### config.mk
export PLATFORM = sky130hd
export DESIGN_NAME = sign_magnitude_alu_core
export DESIGN_NICKNAME = d
export VERILOG_FILES = /design/src/sv/sma_pkg.sv /design/src/sv/sma_ctrl.sv /design/src/sv/sma_dp.sv /design/src/sv/sign_magnitude_alu_core.sv
export SDC_FILE = /design/constraint.sdc
export NUM_CORES = 1
export LEC_CHECK = 0
export BUFFER_PORTS_ARGS = -buffer_cell sky130_fd_sc_hd__buf_2
export CORE_ASPECT_RATIO = 0.9
export CORE_MARGIN = 3
export CORE_UTILIZATION = 54
export CTS_CLUSTER_SIZE = 14
export DETAILED_ROUTE_END_ITERATION = 6
export GPL_TIMING_DRIVEN = 0
export HOLD_SLACK_MARGIN = 0.03
export PLACE_DENSITY = 0.85
export RECOVER_POWER = 25
export SYNTH_ARGS = -nofsm -noshare
export SYNTH_HDL_FRONTEND = slang
export SYNTH_SLANG_ARGS = --single-unit
### constraint.sdc
create_clock -name clk -period 4.4 [get_ports clk]
set_clock_uncertainty 0.2 [all_clocks]
set_input_delay 0.66 -clock clk [delete_from_list [all_inputs] [get_ports clk]]
set_output_delay 0.66 -clock clk [all_outputs]
set_load 0.01 [all_outputs]
### src/sv/sma_pkg.sv
// Shared types and constants for the sign-magnitude ALU.
// No dependencies; every other file of the block imports this package.
package sma_pkg;

  // Fixed port widths
  localparam int unsigned IN_MAG_W = 31;
  localparam int unsigned RES_W    = 62;

  // Operation codes carried on in_kind
  typedef enum logic [1:0] {
    OP_ADD = 2'd0,
    OP_SUB = 2'd1,
    OP_MUL = 2'd2,
    OP_DIV = 2'd3
  } sma_op_t;

  // Sequencer states
  typedef enum logic [2:0] {
    ST_IDLE,
    ST_ADDSUB,
    ST_SWAP,
    ST_MUL,
    ST_DIV,
    ST_DONE
  } sma_state_t;

  // Step commands from the sequencer to the datapath
  typedef struct packed {
    logic load;
    logic addsub;
    logic swap;
    logic mul;
    logic div;
    logic finish;
  } sma_ctrl_t;

  // Status from the datapath to the sequencer
  typedef struct packed {
    logic borrow;
    logic out_free;
  } sma_stat_t;

endpackage

### src/sv/sma_ctrl.sv
// Sequencer of the sign-magnitude ALU: state machine and step counter.
// Depends on sma_pkg; drives the shared adder steps in sma_dp.
module sma_ctrl #(
  parameter int unsigned MAG_BITS = 31
) (
  input  logic              clk,
  input  logic              rst_n,
  input  logic              in_valid,
  input  sma_pkg::sma_op_t  in_kind,
  output logic              in_stall,
  input  sma_pkg::sma_stat_t stat,
  output sma_pkg::sma_ctrl_t ctl
);
  import sma_pkg::*;

  localparam int unsigned CNT_W = $clog2(MAG_BITS);

  sma_state_t       state_r, state_nxt;
  logic [CNT_W-1:0] cnt_r, cnt_nxt;
  logic             cnt_last;

  assign cnt_last = (cnt_r == CNT_W'(0));

  // Next state
  always_comb begin
    state_nxt = state_r;
    case (state_r)
      ST_IDLE: begin
        if (in_valid) begin
          case (in_kind)
            OP_ADD:  state_nxt = ST_ADDSUB;
            OP_SUB:  state_nxt = ST_ADDSUB;
            OP_MUL:  state_nxt = ST_MUL;
            OP_DIV:  state_nxt = ST_DIV;
            default: state_nxt = ST_ADDSUB;
          endcase
        end
      end
      ST_ADDSUB: state_nxt = stat.borrow ? ST_SWAP : ST_DONE;
      ST_SWAP:   state_nxt = ST_DONE;
      ST_MUL:    state_nxt = cnt_last ? ST_DONE : ST_MUL;
      ST_DIV:    state_nxt = cnt_last ? ST_DONE : ST_DIV;
      ST_DONE:   state_nxt = stat.out_free ? ST_IDLE : ST_DONE;
      default:   state_nxt = ST_IDLE;
    endcase
  end

  // Outputs: step commands and input stall
  always_comb begin
    ctl      = '0;
    in_stall = 1'b1;
    case (state_r)
      ST_IDLE: begin
        in_stall = 1'b0;
        ctl.load = in_valid;
      end
      ST_ADDSUB: ctl.addsub = 1'b1;
      ST_SWAP:   ctl.swap   = 1'b1;
      ST_MUL:    ctl.mul    = 1'b1;
      ST_DIV:    ctl.div    = 1'b1;
      ST_DONE:   ctl.finish = stat.out_free;
      default:   in_stall   = 1'b1;
    endcase
  end

  // Step counter: reload on a new transaction, count down while iterating
  always_comb begin
    cnt_nxt = cnt_r;
    if (ctl.load) begin
      cnt_nxt = CNT_W'(MAG_BITS - 1);
    end else if (ctl.mul || ctl.div) begin
      cnt_nxt = cnt_r - CNT_W'(1);
    end
  end

  always_ff @(posedge clk) begin
    if (!rst_n) begin
      state_r <= ST_IDLE;
      cnt_r   <= '0;
    end else begin
      state_r <= state_nxt;
      cnt_r   <= cnt_nxt;
    end
  end

`ifndef SYNTHESIS
  a_mul_ends: assert property (@(posedge clk) disable iff (!rst_n)
    (state_r == ST_MUL && cnt_last) |=> state_r == ST_DONE)
    else $error("multiply did not end after its last step");

  a_div_ends: assert property (@(posedge clk) disable iff (!rst_n)
    (state_r == ST_DIV && cnt_last) |=> state_r == ST_DONE)
    else $error("divide did not end after its last step");

  a_load_leaves_idle: assert property (@(posedge clk) disable iff (!rst_n)
    ctl.load |=> (state_r != ST_IDLE && cnt_r == CNT_W'(MAG_BITS - 1)))
    else $error("accepted transaction did not start a sequence");
`endif

endmodule

### src/sv/sma_dp.sv
// Datapath of the sign-magnitude ALU: one shared add/subtract unit,
// operand and partial-result registers, and the output register.
// Depends on sma_pkg; stepped by sma_ctrl.
module sma_dp #(
  parameter int unsigned MAG_BITS = 31
) (
  input  logic                          clk,
  input  logic                          rst_n,
  input  sma_pkg::sma_ctrl_t            ctl,
  output sma_pkg::sma_stat_t            stat,
  input  sma_pkg::sma_op_t              in_kind,
  input  logic [sma_pkg::IN_MAG_W-1:0]  in_operand_a_magnitude,
  input  logic                          in_operand_a_negative,
  input  logic [sma_pkg::IN_MAG_W-1:0]  in_operand_b_magnitude,
  input  logic                          in_operand_b_negative,
  output logic                          out_valid,
  input  logic                          out_stall,
  output logic [sma_pkg::RES_W-1:0]     out_result_magnitude,
  output logic                          out_result_negative,
  output logic                          out_divide_by_zero
);
  import sma_pkg::*;

  localparam int unsigned W = MAG_BITS;

  // Working registers
  sma_op_t      op_r;
  logic         sa_r, sb_r;
  logic [W-1:0] hi_r, hi_nxt;
  logic [W-1:0] lo_r, lo_nxt;
  logic [W-1:0] mb_r;
  logic [W:0]   sum_r, sum_nxt;
  logic         neg_r, neg_nxt;
  logic         dz_r;

  // Output register
  logic             out_valid_r, out_valid_nxt;
  logic [RES_W-1:0] out_mag_r, out_mag_nxt;
  logic             out_neg_r, out_neg_nxt;
  logic             out_dz_r;

  // Shared unit
  logic [W:0]   u_a, u_b;
  logic         u_sub;
  logic [W+1:0] u_res;
  logic         u_borrow;
  logic         sb_eff;

  assign sb_eff = sb_r ^ (op_r == OP_SUB);

  // Select the operands of the shared adder for the current step
  always_comb begin
    u_a   = {1'b0, lo_r};
    u_b   = {1'b0, mb_r};
    u_sub = 1'b0;
    if (ctl.addsub) begin
      u_sub = (sa_r != sb_eff);
    end else if (ctl.swap) begin
      u_a   = {1'b0, mb_r};
      u_b   = {1'b0, lo_r};
      u_sub = 1'b1;
    end else if (ctl.mul) begin
      u_a = {1'b0, hi_r};
      u_b = lo_r[0] ? {1'b0, mb_r} : '0;
    end else if (ctl.div) begin
      u_a   = {hi_r, lo_r[W-1]};
      u_sub = 1'b1;
    end
  end

  assign u_res    = {1'b0, u_a} + {1'b0, (u_sub ? ~u_b : u_b)} + (W+2)'(u_sub);
  assign u_borrow = u_sub & ~u_res[W+1];

  // Status fields in declaration order: borrow, then out_free
  assign stat = {u_borrow, (!out_valid_r || !out_stall)};

  // Advance the working registers
  always_comb begin
    hi_nxt  = hi_r;
    lo_nxt  = lo_r;
    sum_nxt = sum_r;
    neg_nxt = neg_r;
    if (ctl.load) begin
      hi_nxt = '0;
      lo_nxt = in_operand_a_magnitude[W-1:0];
    end else if (ctl.addsub) begin
      sum_nxt = u_res[W:0];
      neg_nxt = sa_r;
    end else if (ctl.swap) begin
      sum_nxt = u_res[W:0];
      neg_nxt = sb_eff;
    end else if (ctl.mul) begin
      // shift the product right, taking in the adder carry
      hi_nxt = u_res[W:1];
      lo_nxt = {u_res[0], lo_r[W-1:1]};
    end else if (ctl.div) begin
      // restoring step: keep the trial remainder when it did not borrow
      hi_nxt = u_borrow ? {hi_r[W-2:0], lo_r[W-1]} : u_res[W-1:0];
      lo_nxt = {lo_r[W-2:0], ~u_borrow};
    end
  end

  always_ff @(posedge clk) begin
    hi_r  <= hi_nxt;
    lo_r  <= lo_nxt;
    sum_r <= sum_nxt;
    neg_r <= neg_nxt;
    if (ctl.load) begin
      op_r <= in_kind;
      sa_r <= in_operand_a_negative;
      sb_r <= in_operand_b_negative;
      mb_r <= in_operand_b_magnitude[W-1:0];
      dz_r <= (in_kind == OP_DIV) && (in_operand_b_magnitude[W-1:0] == '0);
    end
  end

  // Assemble the result; a zero result is always positive
  always_comb begin
    out_mag_nxt = '0;
    out_neg_nxt = sa_r ^ sb_r;
    case (op_r)
      OP_ADD: begin
        out_mag_nxt = RES_W'(sum_r);
        out_neg_nxt = neg_r;
      end
      OP_SUB: begin
        out_mag_nxt = RES_W'(sum_r);
        out_neg_nxt = neg_r;
      end
      OP_MUL:  out_mag_nxt = RES_W'({hi_r, lo_r});
      OP_DIV:  out_mag_nxt = dz_r ? '0 : RES_W'(lo_r);
      default: out_mag_nxt = '0;
    endcase
    if (out_mag_nxt == '0) begin
      out_neg_nxt = 1'b0;
    end
  end

  assign out_valid_nxt = ctl.finish | (out_valid_r & out_stall);

  always_ff @(posedge clk) begin
    if (!rst_n) begin
      out_valid_r <= 1'b0;
    end else begin
      out_valid_r <= out_valid_nxt;
    end
  end

  // Hold the transaction until taken
  always_ff @(posedge clk) begin
    if (ctl.finish) begin
      out_mag_r <= out_mag_nxt;
      out_neg_r <= out_neg_nxt;
      out_dz_r  <= dz_r;
    end
  end

  assign out_valid            = out_valid_r;
  assign out_result_magnitude = out_mag_r;
  assign out_result_negative  = out_neg_r;
  assign out_divide_by_zero   = out_dz_r;

`ifndef SYNTHESIS
  a_no_overwrite: assert property (@(posedge clk) disable iff (!rst_n)
    ctl.finish |-> (!out_valid_r || !out_stall))
    else $error("result register overwritten while still held");

  a_no_neg_zero: assert property (@(posedge clk) disable iff (!rst_n)
    (out_valid_r && out_neg_r) |-> out_mag_r != '0)
    else $error("negative zero on the result");

  a_dz_clean: assert property (@(posedge clk) disable iff (!rst_n)
    (out_valid_r && out_dz_r) |-> (out_mag_r == '0 && !out_neg_r))
    else $error("divide-by-zero result not cleared");
`endif

endmodule

### src/sv/sign_magnitude_alu_core.sv
// Top level of the sign-magnitude ALU: sequencer plus shared-adder datapath.
// Depends on sma_pkg, sma_ctrl and sma_dp.
//
// Usage:
//   Input channel in_*: operation code and two sign-magnitude operands,
//   taken when in_valid is high and in_stall is low. Only the low MAG_BITS
//   bits of each magnitude are used.
//   Result channel out_*: magnitude, sign and divide-by-zero flag, taken
//   when out_valid is high and out_stall is low.
// Sequencing:
//   One transaction at a time on one shared adder. Add and subtract run an
//   ADDSUB step, plus a SWAP step when the difference changes sign.
//   Multiply (shift-add) and divide (restoring shift-subtract) take one
//   adder pass per magnitude bit. Each then loads its result in DONE.
//   The next transaction can be taken in the cycle after the result loads.
// Reset clears the sequencer and the result valid; no result is pending.
// While the receiver stalls, the result is held in the output register; the
// next transaction may be accepted and worked, and waits in its last step
// until the output register frees.
module sign_magnitude_alu_core #(
  parameter int unsigned MAG_BITS = 31
) (
  input  logic                          clk,
  input  logic                          rst_n,
  input  logic                          in_valid,
  output logic                          in_stall,
  input  logic [1:0]                    in_kind,
  input  logic [sma_pkg::IN_MAG_W-1:0]  in_operand_a_magnitude,
  input  logic                          in_operand_a_negative,
  input  logic [sma_pkg::IN_MAG_W-1:0]  in_operand_b_magnitude,
  input  logic                          in_operand_b_negative,
  output logic                          out_valid,
  input  logic                          out_stall,
  output logic [sma_pkg::RES_W-1:0]     out_result_magnitude,
  output logic                          out_result_negative,
  output logic                          out_divide_by_zero
);
  import sma_pkg::*;

  sma_ctrl_t ctl;
  sma_stat_t stat;
  sma_op_t   kind;

  assign kind = sma_op_t'(in_kind);

  sma_ctrl #(
    .MAG_BITS (MAG_BITS)
  ) u_ctrl (
    .clk      (clk),
    .rst_n    (rst_n),
    .in_valid (in_valid),
    .in_kind  (kind),
    .in_stall (in_stall),
    .stat     (stat),
    .ctl      (ctl)
  );

  sma_dp #(
    .MAG_BITS (MAG_BITS)
  ) u_dp (
    .clk                    (clk),
    .rst_n                  (rst_n),
    .ctl                    (ctl),
    .stat                   (stat),
    .in_kind                (kind),
    .in_operand_a_magnitude (in_operand_a_magnitude),
    .in_operand_a_negative  (in_operand_a_negative),
    .in_operand_b_magnitude (in_operand_b_magnitude),
    .in_operand_b_negative  (in_operand_b_negative),
    .out_valid              (out_valid),
    .out_stall              (out_stall),
    .out_result_magnitude   (out_result_magnitude),
    .out_result_negative    (out_result_negative),
    .out_divide_by_zero     (out_divide_by_zero)
  );

endmodule
==> Implementation_results.wiki <==
{| class="wikitable"
! Metric !! Value
|-
| Outcome || completed
|-
| Final setup violation count || 0
|-
| Most frequent standard cell in the layout excluding fill and tap cells || sky130_fd_sc_hd__nand2_1
|-
| Clock buffer count from CTS || 21
|-
| Share of synthesized registers carrying an async set or reset || 0%
|-
| Data required, critical path || 4.58 ns
|-
| Final Net Count || 1537
|-
| TritonCTS clock tree || yes
|-
| Half-perimeter wire length after placement || 28760 um
|-
| H-Tree Depth || 1
|-
| Cell count of the worst reg-to-reg path || 17
|-
| Register area share after synthesis || 48.57%
|-
| Simple-gate portion of the synthesized area || 16.91%
|-
| Antenna Cells || 0
|-
| Post-synth EDFFs || 164
|-
| Hold-fix buffers at CTS || 0
|-
| Area of the core || 21150 um2
|-
| WS Path Type || reg -> reg
|-
| CTS clock-pin slew for the worst setup and hold paths || 0.06 ns
|-
| Post-placement worst setup slack || -1.314 ns
|-
| Number of nets with antenna violations after routing || 0
|-
| Total number of placement rows || 50
|-
| Vias || 10740
|-
| Initial antenna violation count || 0
|-
| Setup TNS after final layout || 0 ns
|-
| Max-slew headroom at the worst pin || 15.97%
|-
| Root Buffer || sky130_fd_sc_hd__clkbuf_16
|-
| Number of flip-flops and latches in the synthesized netlist || 204
|-
| Top library cells by usage in the layout, fill and taps aside || sky130_fd_sc_hd__nand2_1, sky130_fd_sc_hd__edfxtp_1, sky130_fd_sc_hd__clkbuf_1
|-
| I/O pin total || 136
|-
| Max-slew violation count || 0
|-
| Critical path endpoint category || flip-flop
|-
| Setup slack after layout || 0.04264 ns
|-
| Detailed Routing Iterations Pass 1 || 5
|-
| RSZ-0062 raised after global routing || yes
|-
| Area enclosed by the die boundary || 23640 um2
|-
| Post-synth design cell area || 11790 um2
|-
| Predominant post-synthesis flop cell || sky130_fd_sc_hd__edfxtp_1
|-
| Routed wire length || 37680 um
|-
| Hold/Removal Path Class || in -> reg
|-
| Height of the die || 146.2 um
|-
| Fmax || 229.5 MHz
|-
| Port Buf Inserts || 135
|-
| Worst-case clock buffer depth || 3
|-
| Mapped Cells || 1260
|-
| Final worst path period need || 4.357 ns
|-
| Largest family of logic cells by synthesized area || compound AO/OA/AOI/OAI gates
|-
| Post-synthesis cell type count || 68
|-
| Area fraction in compound gates after synthesis || 19.75%
|-
| Worst Hold Margin || 0.1434 ns
|-
| Via count of the first global-routing pass || 9880
|-
| Ratio of routed vias to standard cells || 6.190
|-
| Largest net degree at the start of global routing || 38
|-
| Starting density of the core || 55.75%
|-
| Final cycle utilization of the critical path || 99.03%
|-
| Width of the chip || 161.7 um
|-
| Routed wirelength normalized by instance count || 21.72 um
|-
| Worst hold path depth || 1
|-
| Arrival time at the worst endpoint || 4.54 ns
|-
| Total congestion overflow || 0
|-
| Worst slew pin tran || 1.259 ns
|-
| Warning count from the yosys run || 0
|-
| XOR/XNOR share of the synthesized area || 5.042%
|-
| Final weighted congestion in routability-driven placement || 1.009
|-
| Critical Path Start Type || flip-flop
|-
| Final number of hold-violating endpoints || 0
|-
| Synth Net Count || 1363
|-
| Detailed Route Iter0 Violations || 1244
|-
| Mean instance size in the synthesized netlist || 9.355 um2
|-
| Overall fraction of global-route tracks in use || 30.26%
|-
| Clock sink total || 204
|-
| Area Growth Syn to Fin || 20.39%
|-
| Proportion of synthesized area in mux cells || 1.529%
|-
| Share of final-layout standard cells stronger than drive strength 1 || 16.08%
|-
| Adder-cell area share of the yosys netlist || 3.567%
|-
| DRC violation count after routing || 0
|-
| Clk Latency, worst-skew pair || 0.50 ns
|-
| First-pass GRT wire length || 55740 um
|-
| Worst-path fanout max || 10
|-
| Max-cap violations || 0
|}
what timing repair did:
action                                  CTS  global route
pin swaps                                 9            23
endpoints found under the setup margin   56            43
gates resized for setup                  84            81
buffers inserted                          7            19
flip-flops by register name, summed over array words and instances (netlist names):
signal	cells
u_dp.out_divide_by_zero	1
u_dp.neg_r	1
u_dp.out_result_negative	1
u_dp.dz_r	1
u_dp.sb_r	1
u_ctrl.cnt_r	5
u_dp.sa_r	1
u_dp.op_r	2
u_dp.hi_r	31
u_dp.out_valid	1
u_dp.mb_r	31
u_dp.out_result_magnitude	62
u_dp.lo_r	31
u_dp.sum_r	32
u_ctrl.state_r	3
worst max-delay path, stage by stage (launching register included):
cell and delay, ns:
sky130_fd_sc_hd__edfxtp_1 0.44, sky130_fd_sc_hd__xnor2_2 0.26, sky130_fd_sc_hd__xnor2_2 0.13, sky130_fd_sc_hd__nand2_1 0.10
sky130_fd_sc_hd__and3_2 0.26, sky130_fd_sc_hd__clkinv_4 0.11, sky130_fd_sc_hd__buf_8 0.17, sky130_fd_sc_hd__xnor2_1 0.25
sky130_fd_sc_hd__ha_4 0.27, sky130_fd_sc_hd__a21o_1 0.16, sky130_fd_sc_hd__a21o_1 0.18, sky130_fd_sc_hd__a21oi_2 0.19
sky130_fd_sc_hd__nand3_1 0.15, sky130_fd_sc_hd__or3_4 0.44, sky130_fd_sc_hd__a31o_2 0.30, sky130_fd_sc_hd__a31oi_4 0.21
sky130_fd_sc_hd__xnor2_2 0.11, sky130_fd_sc_hd__a221o_1 0.32
cells in the mapped netlist, types with 3 or more instances:
| master | number | share of area [%] |
|---|---|---|
| sky130_fd_sc_hd__a211o_1 | 4 | 0.30 |
| sky130_fd_sc_hd__a21boi_0 | 3 | 0.19 |
| sky130_fd_sc_hd__a21o_1 | 16 | 1.0 |
| sky130_fd_sc_hd__a21oi_1 | 67 | 2.8 |
| sky130_fd_sc_hd__a221o_1 | 4 | 0.34 |
| sky130_fd_sc_hd__a221oi_1 | 4 | 0.30 |
| sky130_fd_sc_hd__a22oi_1 | 35 | 2.2 |
| sky130_fd_sc_hd__a31oi_1 | 36 | 1.9 |
| sky130_fd_sc_hd__and2_1 | 32 | 1.7 |
| sky130_fd_sc_hd__buf_1 | 10 | 0.32 |
| sky130_fd_sc_hd__buf_2 | 4 | 0.17 |
| sky130_fd_sc_hd__clkbuf_1 | 67 | 2.1 |
| sky130_fd_sc_hd__dfxtp_1 | 40 | 6.8 |
| sky130_fd_sc_hd__edfxtp_1 | 164 | 42 |
| sky130_fd_sc_hd__ha_1 | 32 | 3.4 |
| sky130_fd_sc_hd__inv_1 | 57 | 1.8 |
| sky130_fd_sc_hd__mux2i_1 | 18 | 1.5 |
| sky130_fd_sc_hd__nand2_1 | 217 | 6.9 |
| sky130_fd_sc_hd__nand2b_1 | 3 | 0.16 |
| sky130_fd_sc_hd__nand3_1 | 35 | 1.5 |
| sky130_fd_sc_hd__nand4_1 | 11 | 0.58 |
| sky130_fd_sc_hd__nor2_1 | 97 | 3.1 |
| sky130_fd_sc_hd__nor2b_1 | 5 | 0.27 |
| sky130_fd_sc_hd__nor3_1 | 3 | 0.13 |
| sky130_fd_sc_hd__nor4_1 | 23 | 1.2 |
| sky130_fd_sc_hd__o211ai_1 | 4 | 0.25 |
| sky130_fd_sc_hd__o21ai_0 | 87 | 3.7 |
| sky130_fd_sc_hd__o21ai_1 | 4 | 0.17 |
| sky130_fd_sc_hd__o21bai_1 | 7 | 0.45 |
| sky130_fd_sc_hd__o221a_2 | 14 | 1.3 |
| sky130_fd_sc_hd__o221ai_1 | 9 | 0.67 |
| sky130_fd_sc_hd__o22a_1 | 15 | 1.1 |
| sky130_fd_sc_hd__o22ai_1 | 22 | 1.2 |
| sky130_fd_sc_hd__o31ai_1 | 3 | 0.19 |
| sky130_fd_sc_hd__or2_2 | 3 | 0.16 |
| sky130_fd_sc_hd__or3_1 | 3 | 0.16 |
| sky130_fd_sc_hd__xnor2_1 | 52 | 3.9 |
| sky130_fd_sc_hd__xor2_1 | 14 | 1.0 |
through the flow:
step | instance area (um2) | std cells | util [%]
finish | 14190 | 1735 | 67.11
global route | 14190 | 1735 | 67.11
CTS | 13900 | 1718 | 65.75
detailed placement | 12900 | 1683 | 61.02
global placement | 12840 | 1681 | 60.73
floorplan | 11810 | 1260 | -
final cells by class:
type                            count  area (um2)
Clock buffer                       33       631.9
Clock inverter                      5       77.57
Multi-Input combinational cell    915        5933
Buffer                             70       400.4
Inverter                           58       222.7
Tap cell                          286       357.8
Sequential cell                   204        5731
Timing Repair Buffer              164       837.1
Fill cell                        1738        6954
final timing paths:
path	from	to	slack (ns)
worst max register to register	u_dp.sb_r$_DFFE_PP_	u_dp.hi_r[26]$_SDFFE_PP0P_	0.04
worst max-delay path	u_dp.sb_r$_DFFE_PP_	u_dp.hi_r[26]$_SDFFE_PP0P_	0.04
worst min-delay path	in_operand_a_negative	u_dp.sa_r$_DFFE_PP_	0.14
worst min register to register	u_ctrl.cnt_r[1]$_SDFFE_PN0P_	u_ctrl.cnt_r[1]$_SDFFE_PN0P_	0.33
per-layer routing:
metal	track usage (%)	part of all wire [%]	vias to the layer above
met5	0	0	-
met4	7.505	2.6	0
met3	6.184	14	88
met2	44.58	42	742
met1	46.02	42	4977
li1	-	-	4932
logic make-up after synthesis:
kind of cell,Yosys count
AO/OA/AOI/OAI,350
XOR/XNOR,67
adder cells (fa/ha/maj),33
buffers and inverters,141
flip-flops,204
multiplexers,18
AND/OR/NAND/NOR,447
Power is left out: the tool's default activity adds up to more than one toggle a clock period on the data nets, which glitch-free logic cannot reach.
